File: src/pdld_pkg.sv
// ---------------------------------------------------------------------------
// pdld_pkg
// Types and codes shared by the prefill/decode load dispatcher modules.
// ---------------------------------------------------------------------------
`default_nettype none

package pdld_pkg;

   // item op codes
   localparam logic [2:0] OP_PF_ASSIGN  = 3'd0;
   localparam logic [2:0] OP_DC_ASSIGN  = 3'd1;
   localparam logic [2:0] OP_PF_RELEASE = 3'd2;
   localparam logic [2:0] OP_DC_RELEASE = 3'd3;
   localparam logic [2:0] OP_TOKEN_ADJ  = 3'd4;

   // result status codes
   localparam logic [1:0] ST_OK        = 2'd0;
   localparam logic [1:0] ST_QFULL     = 2'd1;
   localparam logic [1:0] ST_NOT_FOUND = 2'd2;

   // configuration register indexes
   localparam logic [2:0] CSR_PF_COUNT  = 3'd0;
   localparam logic [2:0] CSR_DC_COUNT  = 3'd1;
   localparam logic [2:0] CSR_PF_CAP    = 3'd2;
   localparam logic [2:0] CSR_DC_CAP    = 3'd3;
   localparam logic [2:0] CSR_THRESHOLD = 3'd4;
   localparam logic [2:0] CSR_PREDICT   = 3'd5;

   localparam int BYTES_PER_TOKEN_SHIFT = 2;
   localparam int SIM_LOAD_W            = 43;
   localparam int SIM_REQ_W             = 17;

   typedef struct packed {
      logic [2:0]         op;
      logic [3:0]         peer;
      logic [23:0]        byte_len;
      logic [15:0]        tag;
      logic [31:0]        now_ms;
      logic signed [31:0] token_delta;
   } req_type;

   typedef struct packed {
      logic [3:0] chosen_peer;
      logic [1:0] status;
      logic [6:0] queued_count;
   } rsp_type;

   typedef struct packed {
      logic [15:0] pact;
      logic [39:0] pload;
      logic [15:0] dact;
      logic [39:0] dtok;
   } peer_entry_type;

   typedef struct packed {
      logic [15:0] tag;
      logic [23:0] length;
      logic [31:0] time_ms;
   } queue_entry_type;

   typedef struct packed {
      logic [SIM_LOAD_W-1:0] load;
      logic [SIM_REQ_W-1:0]  req;
   } sim_entry_type;

   typedef struct packed {
      logic [2:0]         op;
      logic [23:0]        length;
      logic signed [31:0] delta;
   } upd_cmd_type;

endpackage

`default_nettype wire

File: src/pdld_peer_upd.sv
// ---------------------------------------------------------------------------
// pdld_peer_upd
// Counter update for one peer entry: saturating increments, floored
// decrements and signed token adjustment.
// ---------------------------------------------------------------------------
`default_nettype none

module pdld_peer_upd
   import pdld_pkg::*;
(
   input  wire upd_cmd_type    cmd,
   input  wire peer_entry_type cur,
   output peer_entry_type      nxt
);

   function automatic logic [15:0] inc_sat(input logic [15:0] a);
      return (a == 16'hFFFF) ? a : a + 16'd1;
   endfunction

   function automatic logic [15:0] dec_floor(input logic [15:0] a);
      return (a == 16'd0) ? a : a - 16'd1;
   endfunction

   function automatic logic [39:0] add_sat(input logic [39:0] a, input logic [39:0] b);
      logic [40:0] s;
      s = {1'b0, a} + {1'b0, b};
      return s[40] ? 40'hFF_FFFF_FFFF : s[39:0];
   endfunction

   function automatic logic [39:0] sub_floor(input logic [39:0] a, input logic [39:0] b);
      return (b > a) ? 40'd0 : a - b;
   endfunction

   logic signed [33:0] dx;
   logic [32:0]        mag;
   logic [39:0]        tok_adj;

   assign dx      = (cmd.op == OP_DC_RELEASE) ? -34'(cmd.delta) : 34'(cmd.delta);
   assign mag     = dx[33] ? 33'(-dx) : 33'(dx);
   assign tok_adj = dx[33] ? sub_floor(cur.dtok, 40'(mag)) : add_sat(cur.dtok, 40'(mag));

   always_comb begin
      nxt = cur;
      case (cmd.op)
         OP_PF_ASSIGN: begin
            nxt.pact  = inc_sat(cur.pact);
            nxt.pload = add_sat(cur.pload, 40'(cmd.length));
         end
         OP_DC_ASSIGN: begin
            nxt.dact = inc_sat(cur.dact);
            nxt.dtok = add_sat(cur.dtok, 40'(cmd.length >> BYTES_PER_TOKEN_SHIFT));
         end
         OP_PF_RELEASE: begin
            nxt.pact  = dec_floor(cur.pact);
            nxt.pload = sub_floor(cur.pload, 40'(cmd.length));
         end
         OP_DC_RELEASE: begin
            nxt.dact = dec_floor(cur.dact);
            nxt.dtok = tok_adj;
         end
         OP_TOKEN_ADJ: begin
            nxt.dtok = tok_adj;
         end
         default: begin
            nxt = cur;
         end
      endcase
   end

endmodule

`default_nettype wire

File: config.mk
export PLATFORM = sky130hd
export DESIGN_NAME = pdld_peer_upd
export DESIGN_NICKNAME = d
export VERILOG_FILES = /design/src/pdld_pkg.sv /design/src/pdld_peer_upd.sv
export SDC_FILE = /design/constraint.sdc
export NUM_CORES = 1
export LEC_CHECK = 0
export ABC_CLOCK_PERIOD_IN_PS = 9200
export BUFFER_PORTS_ARGS = -buffer_cell sky130_fd_sc_hd__buf_4
export CAP_MARGIN = 30
export CORE_ASPECT_RATIO = 2
export CORE_UTILIZATION = 53
export DETAILED_ROUTE_END_ITERATION = 10
export GPL_TIMING_DRIVEN = 1
export PLACE_DENSITY = 0.85
export SYNTH_ARGS = -nofsm -noshare
export SYNTH_HDL_FRONTEND = slang
export SYNTH_SLANG_ARGS = --single-unit
export TNS_END_PERCENT = 20
File: constraint.sdc
create_clock -name vclk -period 9.2
set_input_delay 2.3 -clock vclk [all_inputs]
set_output_delay 2.3 -clock vclk [all_outputs]
set_load 0.02 [all_outputs]
# Word level (Yosys, flattened, before mapping)
# Index checks and enable logic that the tools add are counted.
# word_totals
regBits	0
latchBits	0
ramBits	0
mem_bits_ro	0
in_bits	171
out_inout_bits	112
wordCells	38
memories	0
# classes
addsub	11
mul	0
div	0
order_cmp	2
eq_ne	6
n_shift	0
mux	15
bitwise_logic	0
n_reduce_logical	4
# op_table
operator	n
$mux 40	6
$pmux 56 s2	1
$pmux 40 s2	1
$mux 16	4
$add 40x22->41	1
$add 40x24->41	1
$add 40x33->41	1
$gt 24x40->1	1
$gt 33x40->1	1
$sub 40x24->40	1
$sub 40x33->40	1
$mux 34	1
$neg 32->34	1
$mux 33	1
$neg 33->33	1
$add 16x1->16 const B	2
$eq 16x16->1 const B	2
$logic_not 16->1	2
$pmux 16 s2	1
$sub 16x1->16 const B	2
$eq 3x2->1 const B	2
$eq 3x1->1 const B	1
$eq 3x3->1 const B	1
$logic_not 3->1	1
$reduce_or 2->1	1

# Longest topological paths before layout
# depth
depth_word	8
ltp_mapped	26
ltp_nobuf	23

# Worst setup path before layout
# No wires, ideal clock.
# synth_timing
kind	input to output
from	input cmd[6] (netlist bit)
to	output nxt[36] (netlist bit)
t_arrival_ps	7318
t_required_ps	6900
path_slack_ps	-418
path_stages	22
n_path_buf	5
cell_sequence	buf_6 > or4_4 > nor3_4 > nand3_2 > nor3_4 > o31ai_1 > buf_2 > buf_1 > nand2_1 > xor2_1 > ha_1 > clkbuf_1 > nor2_1 > o211ai_1 > a32oi_1 > a21oi_1 > a2111oi_0 > nor4_1 > o211ai_1 > o21ai_1 > buf_2 > o32ai_1
# synth_rtl
item	line_no	text
from (decl)	pdld_peer_upd.sv:11	input wire upd_cmd_type cmd,
to (decl)	pdld_peer_upd.sv:13	output peer_entry_type nxt

==> results list <==
* Run status: finished, violations left
- Violated checks: setup timing
- The total overflow left after global routing is 0.
- Row count: between 80 and 90
- Utilization after layout: 0.800
* Critical path endpoint category: output pin
- Total wire length: 73,200 um
* WS Path Type: primary input to output pin
- Number of DRC markers in iteration 0: about 2,400
* Total power density per cell area: approximately 94 nW/um2
- A synthesized cell averages roughly 6.4 um2.
- The floorplan step defined a core boundary enclosing 25,200 um2.
* Half-perimeter wire length after placement: approximately 54,000 um
- In this run the remaining antenna-violating nets after routing total 0.
- I/O pin count: roughly 280
- Final RePlAce weighted congestion: 1.02
* Top post-synthesis cells by count: 246 x sky130_fd_sc_hd__a21oi_1, 207 x sky130_fd_sc_hd__nor2_1, 151 x sky130_fd_sc_hd__o21ai_0
- In this run the horizontal extent of the chip is ~120 um.
- For this run, the detailed router's first-pass iteration total came to 7.
- Final hold vios: 0
- Proportion of layout cells with a drive suffix above 1: 0.337
- Via density: ~6.8
- Cells after DPL: between 3,000 and 4,000
- The internal power of the cells totals between 0.0008 and 0.0009 W.
* Worst slew margin relative to its limit: 0.300
* Number of cells in the finished layout apart from fillers: 3,075
- Tightest Pin Transition: between 1000 and 1500 ps
- Post-layout nets: between 3,000 and 4,000
- Synthesis instantiated approximately 100 different standard cells from the library.
- Final-layout fill cell count: 1,858
- Vias post-DR: between 20,000 and 25,000
- Global-route total usage across every layer: 0.539
* FMAX: 99.5 MHz
- When the netlist entered floorplanning its net count stood at between 2,000 and 2,500.
- Switching share of power: 0.557
- Input and output buffers added on the ports amount to roughly 280.
- The cell area that synthesis handed to floorplanning was around 14,000 um2.
- The final count of pins violating max slew is 0.
- Worst min path class: primary input to output pin
* Sequential Power Share: 0
- Biggest area contributors in the synthesized netlist: sky130_fd_sc_hd__ha_1 13%, sky130_fd_sc_hd__a21oi_1 9.0%, sky130_fd_sc_hd__xnor2_1 7.4%
- Sw power: about 0.0011 W
* Signed area change from the synthesized netlist to the final layout: 47.5%
* Vias in the first global route: ~21,000
- For the worst setup path, the data required time is 6900 ps.
- Buffers inserted to repair hold after CTS numbered 0.
- DR WL/cell: 23.8 um
* Critical Path Fanout Max: 4
- The multi-input combinational cells in the finished layout cover a total of approximately 14,000 um2.
- Sequential element share of the synthesized area: 0
- The layout has 0 clock buffers.
* Minimum clock period after layout: 10,060 ps
- Unrepaired setup endpoints after global routing: true
- Sequential cell count: 0
- Total of max-cap violations: 0
- Yosys printed 0 warnings.
* Lkg Pwr: between 9 and 10 nW
* Worst setup SP type: primary input
- Summed over all instances, the cell type with the most area after synthesis is sky130_fd_sc_hd__ha_1.
- IR analysis of the VDD net gives a maximum drop of between 0.07 and 0.08 mV.
- Initial core utilization: 0.542
* Pin count of the biggest net entering global routing: 37
- STA puts the critical path data arrival time at around 7800 ps.
- Crit share post-route: 1.09
- In the post-synthesis netlist, the cell with the most instances is sky130_fd_sc_hd__a21oi_1.
- Combinational cell fraction of total power: 1.000
* Synth Instances: around 2,100
- Of the total power, the clock network draws 0.
* DRC Markers: 0
- From bottom edge to top edge, the die measures 229 um.
- The share of synthesized area in the top cell type comes to 0.131.
* Number of instances on the worst hold path: 3
- Final worst-path setup slack: -855 ps
- Final setup violation count: 40
- Across the whole layout, storage elements account for 0 um2.
- The first global-routing pass estimated around 110,000 um of wire.
- Total die area: 26,500 um2
- Initial antenna violation count: 5
## metrics by stage
step / TNS [ps] / instance area (um2) / hold slack (ps) / worst slack, ps / power [W]
floorplan: -81.7 / 14000 / 4730 / -31.0 / 0.000925
global placement: -23620 / 18900 / 4900 / -709 / 0.00164
detailed placement: -31630 / 18900 / 4910 / -938 / 0.00167
CTS: -11300 / 19500 / 4910 / -384 / 0.00174
global route: -32900 / 20200 / 4920 / -1020 / 0.00201
finish: -26500 / 20200 / 4910 / -855 / 0.00191
## repair_timing
item | CTS | global route
resized for setup | 107 | 84
pin swaps | 79 | 50
setup endpoints to repair | 40 | 41
setup buffers | 20 | 27
cloned | 0 | 2
## power by group through the flow
stage	Combinational, W	Sequential [W]	Clock (W)
final	0.00191	0	0.00000000000113
after global routing	0.00201	0	0.0000000000131
after CTS	0.00174	0	0
after detailed placement	0.00167	0	0
after global placement	0.00164	0	0
after floorplan	0.000925	0	0
## cell type report
type                            instances  share of cell area
Timing Repair Buffer                  719               0.281
Antenna cell                            9             0.00112
Tap cell                              336              0.0208
Inverter                              141              0.0262
Multi-Input combinational cell       1870               0.671
## per-layer routing
metal  up-vias  GRT usage  share of wire
met5         -     0.0608        0.00078
met4         6      0.567           0.13
met3       673      0.278           0.11
met2      1514      0.846           0.46
met1      9523      0.462           0.30
li1       9176          -              -
## cell families after synthesis
logic type,synth area share
muxes,0.00741
AOI/OAI and AO/OA,0.398
xor gates and xnor gates,0.109
adders and majority gates,0.138
and+or+nand+nor,0.270
buffers and inverters,0.0775
## layout by cell type (no fill, tap or decap), drive strengths merged, types with 18 or more instances in the layout
| cell | instances |
|---|---|
| or3 | 24 |
| and2 | 22 |
| nand2 | 150 |
| ha | 143 |
| or4 | 19 |
| o21ai | 155 |
| a221o | 18 |
| nand3 | 67 |
| a31oi | 47 |
| a21oi | 250 |
| nand4 | 21 |
| o31ai | 32 |
| o211ai | 40 |
| nand2b | 27 |
| and3 | 31 |
| a21o | 31 |
| nor2b | 20 |
| o21a | 18 |
| inv | 141 |
| nor4 | 28 |
| xnor2 | 115 |
| nor3 | 66 |
| nor2 | 208 |
| o21bai | 23 |
| buf | 716 |
| o22ai | 19 |
| xor2 | 53 |
| a211oi | 26 |
## path summary, 6_finish.rpt
path / startpoint / end / slack (ps)
worst max-delay path: cmd[9] / nxt[27] / -860
worst min-delay path: cur[106] / nxt[106] / 4910
## worst max-delay path, cell delays in order
cell and delay, ps:
sky130_fd_sc_hd__buf_6 100, sky130_fd_sc_hd__or4_4 600, sky130_fd_sc_hd__nor3_4 300, sky130_fd_sc_hd__mux2i_1 140
sky130_fd_sc_hd__o32a_1 250, sky130_fd_sc_hd__nor3b_4 280, sky130_fd_sc_hd__nand2_2 140, sky130_fd_sc_hd__nor4_4 430
sky130_fd_sc_hd__a31oi_1 160, sky130_fd_sc_hd__xnor2_1 270, sky130_fd_sc_hd__ha_1 330, sky130_fd_sc_hd__nor2_2 160
sky130_fd_sc_hd__nand4_1 130, sky130_fd_sc_hd__buf_4 180, sky130_fd_sc_hd__a2111oi_4 180, sky130_fd_sc_hd__buf_4 200
sky130_fd_sc_hd__nor4_4 60, sky130_fd_sc_hd__o211ai_1 290, sky130_fd_sc_hd__buf_4 180, sky130_fd_sc_hd__o21ai_4 60
sky130_fd_sc_hd__buf_6 170, sky130_fd_sc_hd__o211ai_1 550, sky130_fd_sc_hd__buf_4 270
Note: power is estimated with default switching activity, not from simulation.
