### config.mk
export PLATFORM = sky130hd
export DESIGN_NAME = pdld_ram
export DESIGN_NICKNAME = d
export VERILOG_FILES = /design/src/pdld_ram.sv
export SDC_FILE = /design/constraint.sdc
export NUM_CORES = 1
export LEC_CHECK = 0
export CELL_PAD_IN_SITES_DETAIL_PLACEMENT = 1
export CELL_PAD_IN_SITES_GLOBAL_PLACEMENT = 1
export CORE_UTILIZATION = 50
export DETAILED_ROUTE_END_ITERATION = 10
export DONT_BUFFER_PORTS = 1
export GPL_ROUTABILITY_DRIVEN = 0
export MAX_ROUTING_LAYER = met4
export PLACE_DENSITY = 0.76
export REMOVE_ABC_BUFFERS = 1
export SYNTH_ARGS = -nofsm -noshare
export SYNTH_HDL_FRONTEND = slang
export SYNTH_SLANG_ARGS = --single-unit
### constraint.sdc
create_clock -name clock -period 1.9 [get_ports clock]
set_input_delay 0.38 -clock clock [delete_from_list [all_inputs] [get_ports clock]]
set_output_delay 0.38 -clock clock [all_outputs]
set_load 0.02 [all_outputs]
### src/pdld_ram.sv
// ---------------------------------------------------------------------------
// pdld_ram
// Generic single write port, single read port RAM with registered read.
// ---------------------------------------------------------------------------
`default_nettype none

module pdld_ram #(
   parameter int WIDTH = 8,
   parameter int DEPTH = 16
) (
   input  wire logic                                   clock,
   input  wire logic                                   wr_en,
   input  wire logic [(DEPTH > 1 ? $clog2(DEPTH) : 1)-1:0] wr_addr,
   input  wire logic [WIDTH-1:0]                       wr_data,
   input  wire logic [(DEPTH > 1 ? $clog2(DEPTH) : 1)-1:0] rd_addr,
   output logic      [WIDTH-1:0]                       rd_data
);

   logic [WIDTH-1:0] mem [DEPTH];

   always_ff @(posedge clock) begin
      if (wr_en) begin
         mem[wr_addr] <= wr_data;
      end
      rd_data <= mem[rd_addr];
   end

endmodule

`default_nettype wire

Word level (Yosys, flattened, before mapping):

Memories as Yosys holds them, arrays and structs flattened. A register that Yosys moved wholly into a read port is not among the register bits.
Cells that the tools add are included.

* input port bits: 18
* memories: 1
* register bits: 0
* bits in latches: 0
* memory bits (writable): 128
* output and inout port bits: 8
* ROM bits: 0
* logic and storage cells: 3

Memory list
* mem: words 16, bits a word 8, rd ports 1, clocked after Yosys merged registers in 1, write ports 1, line 19 `logic [WIDTH-1:0] mem [DEPTH];`

* eq/ne operators: 0
* add/subtract/negate cells: 0
* shifts and indexed selects: 0
* $mul: 0
* reductions and logical operators: 0
* order comparisons: 0
* bitwise gates (word level): 0
* muxes and demuxes: 2
* div/mod/pow operators: 0

Operators with widths (count)
* $mux W1: 2

Longest topological paths before layout:

Gate-level depths: netlist of the first run.

* depth after elaboration: 2
* gate-level depth with buffers: 5

Least setup slack after synthesis of the first run:

OpenSTA, ideal clock, no wires.

* path type: input to register
* start point: in wr_addr[2] (netlist name)
* end point: mem mem[0][0], enable pin
* data required time: 1.517 ns
* buffers on the path: 0
* data arrival time: 1.490 ns
* cell stages on the path: 2
* library setup time: 0.383 ns
* setup slack: 0.027 ns
* path through: or3b_2 -> nor3_1

RTL lines
* start: declaration: line 13 `input wire logic [(DEPTH > 1 ? $clog2(DEPTH) : 1)-1:0] wr_addr,`
* end: declaration: line 19

Straight into the memory's write port.

==> results, run 1 <==
- The flow ran to the end, and the final reports show no timing, DRC or antenna violations.
- The CTS tree is yes.
- The initial antenna violation count is 1.
- In this run, post-CTS repair resized a total of 0 instances.
- The clock sink count is around 140.
- The largest delay contributor family on the critical path is multiplexers.
- The placed wire-length estimate is 6630 µm.
- The number of standard-cell rows in the floorplan is 36.
- The area growth from synthesis to layout is 17.4%.
- The H-tree was split into 4 levels.
- Setup total negative slack on the finished layout was measured at 0 ps.
- The floorplan step defined a core boundary enclosing 0.00986 mm².
- The main flop type after synthesis is edfxtp_1.
- The number of buffers and inverters on the critical path is 0.
- The Yosys step of the flow raised 0 warnings.
- The total of flip-flops plus latches after synthesis is approximately 140.
- The cell taking the most area after synthesis is edfxtp_1.
- The upper clock frequency limit is 694 MHz.
- The post-detailed-route wirelength per cell is 26.7 µm.
- The first-pass GRT wire length is 16000 µm.
- The die is 103 µm tall.
- The critical path's largest stage delay is 560 ps.
- The via count of the first global-routing pass is 2508.
- The worst hold path begins at rd_addr[1].
- The portion of total power attributed to combinational logic is 3.5%.
- The worst setup path is launched from a flop.
- Counting flops with a built-in enable in the synthesized netlist gives 128.
- Ranked by instance count, the synthesized netlist is headed by edfxtp_1, mux4_2, a22oi_1.
- The critical path class is flop to flop.
- After synthesis, the largest area contributor takes up 74.7% of total cell area.
- For the worst-skew pair, the clock arrives at the later sink with an insertion delay of 530 ps.
- The number of design rule violations left after detail routing is 0.
- The tool flagged a number of max-cap violations equal to 0.
- The signal on the critical path passes through mux4_1, a22oi_1, nand2_1.
- Once the clock tree was built, the setup fixing pass inserted 0 buffers.
- The power dissipated by switching net loads is about 1.4 mW.
- The overflow left after global routing is 0.
- The arrival time at the worst endpoint is 1840 ps.
- Across all layers, the routed design uses roughly 2.4k vias.
- The most repeated cell in the gate-level netlist after synthesis is edfxtp_1.
- The start point of the critical path is mem[0][3].
- For this run, the detailed router's first-pass iteration total came to 5.
- The highest-delay cell along the critical path is mux4_1.
- The fraction of registers with async set or reset after synthesis is 0%.
- The number of nets in the layout is 282.
- The number of top-level design ports is 26.
- Setup repair after global routing left no endpoint under its margin.
- The die covers 0.0107 mm².
- The overall power after layout is 6.94 mW.
- Per report_power, the sequential group accounts for 49.1% of the total.
- The final-report max-slew violation count is 0.
- The total area of multi-input combinational cells is about 0.0011 mm².
- Between clock sinks in the finished design, the worst skew comes to 4.62 ps.
- The sum of routed wire length over all layers is 11000 µm.
- The hold-fix buffer count after cts is 8.
- In this run the horizontal extent of the chip is 103 µm.
- Across every metal layer, demand over resource in global routing totals 24.0%.
- The share of layout cells above drive strength 1 is approximately a quarter.
- Net switching is 19.6% of the power.
- Sequential elements use 77.8% of the synthesized area.
- Dividing the detail-routed via count by the number of cells gives 5.94.
- The cell-internal power is 5.58 mW.
- The initial core utilization is a little over half.
- At the pin with the least slew margin, the transition time is 728 ps.
- The fraction of the cycle the final worst path needs is 75.9%.
- Entering global routing, the biggest net connects 33 pins.
- The number of distinct library cells after synthesis is 19.
- In this run the mean area of a mapped cell was 22.5 µm².
- Setup violations remaining at the end of the flow were counted as 0.
- In the final layout, flip-flops and latches occupy 0.00400 mm².
- The final number of hold-violating endpoints is 0.
- The worst-path maximum fanout is 1.
- Summed over all cells, the static leakage comes to 2.00 nW.
- For this design the ratio of total power to cell area is 1150 mW/mm².
- The first-iteration detailed-routing DRC count is roughly 180.
- The worst register-to-register path begins at mem[0][3].
- The final antenna-violating net count is 0.
- IR analysis of the VDD net gives a maximum drop of 0.000727 V.
- The required time at the endpoint of the critical path is 2300 ps.
- The cell at the root of the clock tree is clkbuf_8.
- The maximum clock path buffer count is 2.
- The number of cells produced by synthesis is ~230.
- The number of buffers created by CTS is 17.
- The post-synth design cell area is 0.00515 mm².
- By area the synthesized netlist is led by edfxtp_1, mux4_2, mux4_1, dfxtp_1, a22oi_1.
- The final-layout fill cell count is 810.
- After clock tree synthesis, the clock-pin slew on the worst setup and hold paths is 60 ps.
- The tightest min-delay check is of the input port to flop type.
- After layout, the minimum clock period comes to 1440 ps.
- The critical path capture point type is a flop.
- In this run, the clock network consumes a little under half of the power.
- The worst max-slew margin expressed relative to the limit is 51.3%.
- Buffers placed on the I/O ports in this run total 0.
==> worst paths after layout <==
check	slack, ps	to	cells past startpoint
worst max register to register	460	rd_data[3]	3
worst min-delay path	160	rd_data[1]	3
worst max-delay path	460	rd_data[3]	3
worst min register to register	670	rd_data[6]	3
==> power groups by stage <==
stage,clock [mW],sequential (mW),combinational [mW]
2_1_floorplan,0,3.46,0.134
3_3_place_gp,0,3.47,0.185
3_5_place_dp,0,3.47,0.190
4_1_cts,3.33,3.41,0.248
5_1_grt,3.42,3.41,0.262
6_report,3.28,3.41,0.245
==> state kept, by name, summed over array words and instances, names as in the netlist <==
register / count
mem: 128
rd_data: 8
==> routing by layer <==
metal | global-route usage, % | share of wire [%] | vias up | wire [µm]
met1 | 32.7 | 44 | 1291 | 4860
li1 | - | - | 1046 | -
met2 | 34.9 | 49 | 90 | 5340
met4 | 9.75 | 1.4 | 0 | 157
met5 | - | 0 | - | 0
met3 | 6.18 | 5.6 | 13 | 611
==> worst register-to-register path, stage by stage, from the launching register on <==
cell and delay (ps):
edfxtp_1 370, mux4_1 560, a22oi_1 300, nand2_1 100
==> cell families (layout without fill, tap and decap cells) <==
group                  Yosys count  after routing  share of synthesized area, %
other                            0              1                             0
and+or+nand+nor                 35             35                          3.18
buffers and inverters           10             58                          1.68
AOI/OAI and AO/OA               16             16                          2.33
muxes                           32             32                          15.0
DFF                            136            136                          77.8
==> cell type report <==
| cell class | count | area share, % |
|---|---|---|
| repair buffers | 26 | 3.56 |
| flip-flops and latches | 136 | 66.3 |
| clock buffers | 17 | 6.85 |
| well taps | 133 | 2.75 |
| diodes | 1 | 0.0414 |
| clock inverters | 15 | 3.04 |
| multi-input cells | 83 | 17.5 |
==> layout by cell type (no fill, tap or decap) <==
cell type | netlist | layout
buf_4 | 1 | 18
clkinv_1 | 0 | 3
nor3_1 | 4 | 4
edfxtp_1 | 128 | 128
nor2_1 | 13 | 13
and2b_1 | 1 | 1
clkbuf_16 | 0 | 16
clkbuf_8 | 0 | 1
or3b_2 | 1 | 1
bufinv_16 | 0 | 4
clkinv_2 | 0 | 3
mux4_1 | 14 | 14
clkinvlp_4 | 0 | 5
nor2b_1 | 1 | 1
nand2_1 | 9 | 9
dfxtp_1 | 8 | 8
nand3_1 | 1 | 1
nand2b_1 | 2 | 2
dlygate4sd3_1 | 0 | 8
nand3b_1 | 2 | 2
diode_2 | 0 | 1
mux4_2 | 18 | 18
a22oi_1 | 16 | 16
and2_1 | 1 | 1
==> per-stage QoR <==
stage	util (%)	worst slack (ps)	instances	hold WS (ps)	cell area [µm²]
6_report	61.3	458	411	163	6040
5_1_grt	61.3	382	411	149	6040
4_1_cts	61.2	445	410	140	6040
3_5_place_dp	54.4	362	370	480	5360
3_3_place_gp	54.4	376	370	480	5360
2_1_floorplan	-	27.1	219	479	5060
(Power assumes the default switching activity.)
==> run 2: changes to the inputs <==
clock period = 1.2 ns   (was 1.9 ns; I/O delays follow)
==> run 2 against run 1 <==
The flow now finishes with violations (negative setup slack). Sequential share of layout area is 0.27 points lower. Critical path depth unchanged. Register-to-register slack worse by 570 ps. Via count decreased by 1.7%. First-iteration DRC count rose by 0.57%. Combinational power grew 70%. Routed wire length up 0.77%. Clock power rose by 66%. Sequential power grew 59%. Critical path type unchanged. Largest cell class unchanged. Highest routed layer unchanged.
==> results, run 2 (synthesized netlist as in run 1, its figures left out) <==
- The portion of total power attributed to combinational logic is ~3.7%.
- The final number of hold-violating endpoints was 0.
- During I/O placement, the number of pins put on the boundary was 26.
- The setup fix buffers added after clock tree synthesis is 0.
- The fraction of the cycle the final worst path needs is 110%.
- The number of port buffers is 0.
- The number of design rule violations left after detail routing is 0.
- In the routed layout, each cell is associated on average with a via count of about 6.
- The flow ran to the end, but the final reports show violations.
- 0 antenna diodes ended up in the layout.
- The filler cells instantiated in the layout total 807.
- In this run the horizontal extent of the chip is 103 µm.
- The worst clock skew on the final layout is 7.70 ps.
- The floorplan step defined a core boundary enclosing ~0.0099 mm².
- Net switching is 19.4% of the power.
- Leaving out fill and tap cells, the most frequent cells in the layout are edfxtp_1, mux4_2, clkbuf_16, buf_4, nor2_1.
- The checks that failed: negative setup slack.
- Setup repair after global routing could not meet its margin everywhere.
- For this design, the sink count on the clock tree is 136.
- The required time at the endpoint of the critical path is 1580 ps.
- Dividing the detail-routed wire length by the instance count gives 27.0 µm.
- mem holds more flip-flops than any other register.
- The flip-flop count of the largest register after layout is 128.
- TritonCTS created 17 clock buffers.
- For this block, the routed nets add up to 11000 µm of wire.
- The number of standard-cell rows in the floorplan is 36.
- The area added between synthesis and finish is 18.3%.
- The source-to-sink clock delay at the later pin of the worst-skew pair is 520 ps.
- The final-report max-slew violation count is 0.
- STA puts the critical path data arrival time at 1700 ps.
- The clock tree synthesis step divided the H-tree into 4 levels.
- The worst setup path is launched from a flop.
- The worst hold path belongs to the class input port to flop.
- The transition at the pin with the smallest max-transition slack is about 970 ps.
- In this run, the clock network consumes around half of the power.
- The cell at the root of the clock tree is clkbuf_8.
- Across the run, the number of max-cap violations was 0.
- The count of vias placed by the detailed router is 2398.
- Dividing total power by cell area gives a power density of 1850 mW/mm².
- The post-route netlist has 34.4% of its cells at a drive strength greater than 1.
- Entering global routing, the biggest net connects 33 pins.
- After clock tree synthesis, the clock-pin slew on the worst setup and hold paths is 60 ps.
- For this design the static power due to leakage is 1.96 nW.
- The first-pass GRT wire length is 16400 µm.
- The CTS tree is yes.
- The worst hold path begins at rd_addr[1].
- The largest registers in the layout are mem: 128 flops, rd_data: 8 flops.
- The die covers ~0.011 mm².
- The setup violation total in the final timing report is 8.
- Detailed placement finished with a half-perimeter wire length of 6680 µm.
- The number of nets in the layout is between 200 and 300.
- The library cell used most frequently in the layout, excluding fill and tap cells, is edfxtp_1.
- The post-placement setup slack is -246 ps.
- The maximum clock path buffer count is 2.
- Internal power comes to 9.08 mW.
- The worst max-slew margin expressed relative to the limit is 35.1%.
- The critical path class is flop to flop.
- The tightest hold margin is roughly 35 ps.
- The final antenna-violating net count is 0.
- The via count of the first global-routing pass is 2496.
- Timing would allow up to 760 MHz.
- In the post-route analysis, the smallest setup slack over all paths is -116 ps.
- The first-iteration detailed-routing DRC count is around 180.
- The initial core utilization is about 52%.
- In this run the worst setup path begins at mem[11][0].
- The power dissipated by switching net loads is between 2 and 2.5 mW.
- The launch instance of the worst register-to-register path is mem[11][0].
- Across the VDD grid, the largest voltage drop is 0.000957 V.
- The initial antenna violation count came to 0.
- The detailed-router iteration count before antenna repair is 4.
- The share of total power dissipated in sequential elements is 48.0%.
- The y dimension of the die is roughly 100 µm.
- The worst-path maximum fanout is 1.
- The critical path capture point type is a flop.
- The worst path in the final design needs a cycle of 1320 ps, including I/O delays and setup.
- The overall fraction of global-route tracks in use is approximately 24%.
- The overflow left after global routing is 0.
## run 2: cell count changes in the layout (fill, tap and decap cells not counted), moves of 2 or more
| cell | delta |
|---|---|
| clkinv_2 | -2 |
| buf_4 | -2 |
| mux4_2 | +12 |
| dfxtp_4 | +2 |
| mux4_1 | -12 |
| a22oi_1 | -12 |
| dfxtp_2 | +6 |
| dfxtp_1 | -8 |
| a22oi_2 | +12 |
## run 2: what timing repair did
item                       CTS  global route
hold endpoints to repair   129             0
gates resized for setup     30             4
hold buffers                 9             0
pin swaps                   13             4
setup endpoints to repair   16             9
## run 2: final timing paths
check          endpoint  slack [ps]  cells after the start
min reg2reg  rd_data[7]         680                      3
max          rd_data[0]        -120                      3
max reg2reg  rd_data[0]        -120                      3
min          rd_data[3]          40                      3
## run 2: worst max-delay path: stages, from the launching register on
cell and delay, ps:
edfxtp_1 390, mux4_2 490, a22oi_2 180, nand2_1 120
## run 2: through the flow
| step | cell area [µm²] | std cells | util [%] | total power [mW] | setup TNS, ps |
|---|---|---|---|---|---|
| detailed placement | 5350 | 368 | 54.2 | 5.79 | -6860 |
| global route | 6090 | 409 | 61.7 | 11.5 | -913 |
| global placement | 5350 | 368 | 54.2 | 5.78 | -6440 |
| CTS | 6080 | 409 | 61.7 | 11.3 | -786 |
| finish | 6090 | 409 | 61.7 | 11.3 | -647 |
| floorplan | 5060 | 219 | - | 5.68 | -16460 |
## run 2: power by group through the flow
stage	Combinational [mW]	Sequential (mW)	Clock, mW
6_report	0.417	5.41	5.44
5_1_grt	0.445	5.42	5.68
4_1_cts	0.417	5.41	5.51
3_5_place_dp	0.296	5.50	0
3_3_place_gp	0.289	5.49	0
2_1_floorplan	0.213	5.47	0
## run 2: final cells by class
class                           instances  area [µm²]  area share, %
Clock buffer                           18         418           6.86
Clock inverter                         14         205           3.37
Multi-Input combinational cell         83        1070           17.6
Sequential cell                       136        4020           66.0
Tap cell                              133         166           2.73
Timing Repair Buffer                   25         210           3.45
## run 2: routing by layer
layer,track usage [%],vias to the layer above,routed length [µm]
met3,8.27,6,810
met1,32.7,1256,4590
met4,7.48,0,91
met5,-,-,0
met2,35.8,107,5550
li1,-,1029,-
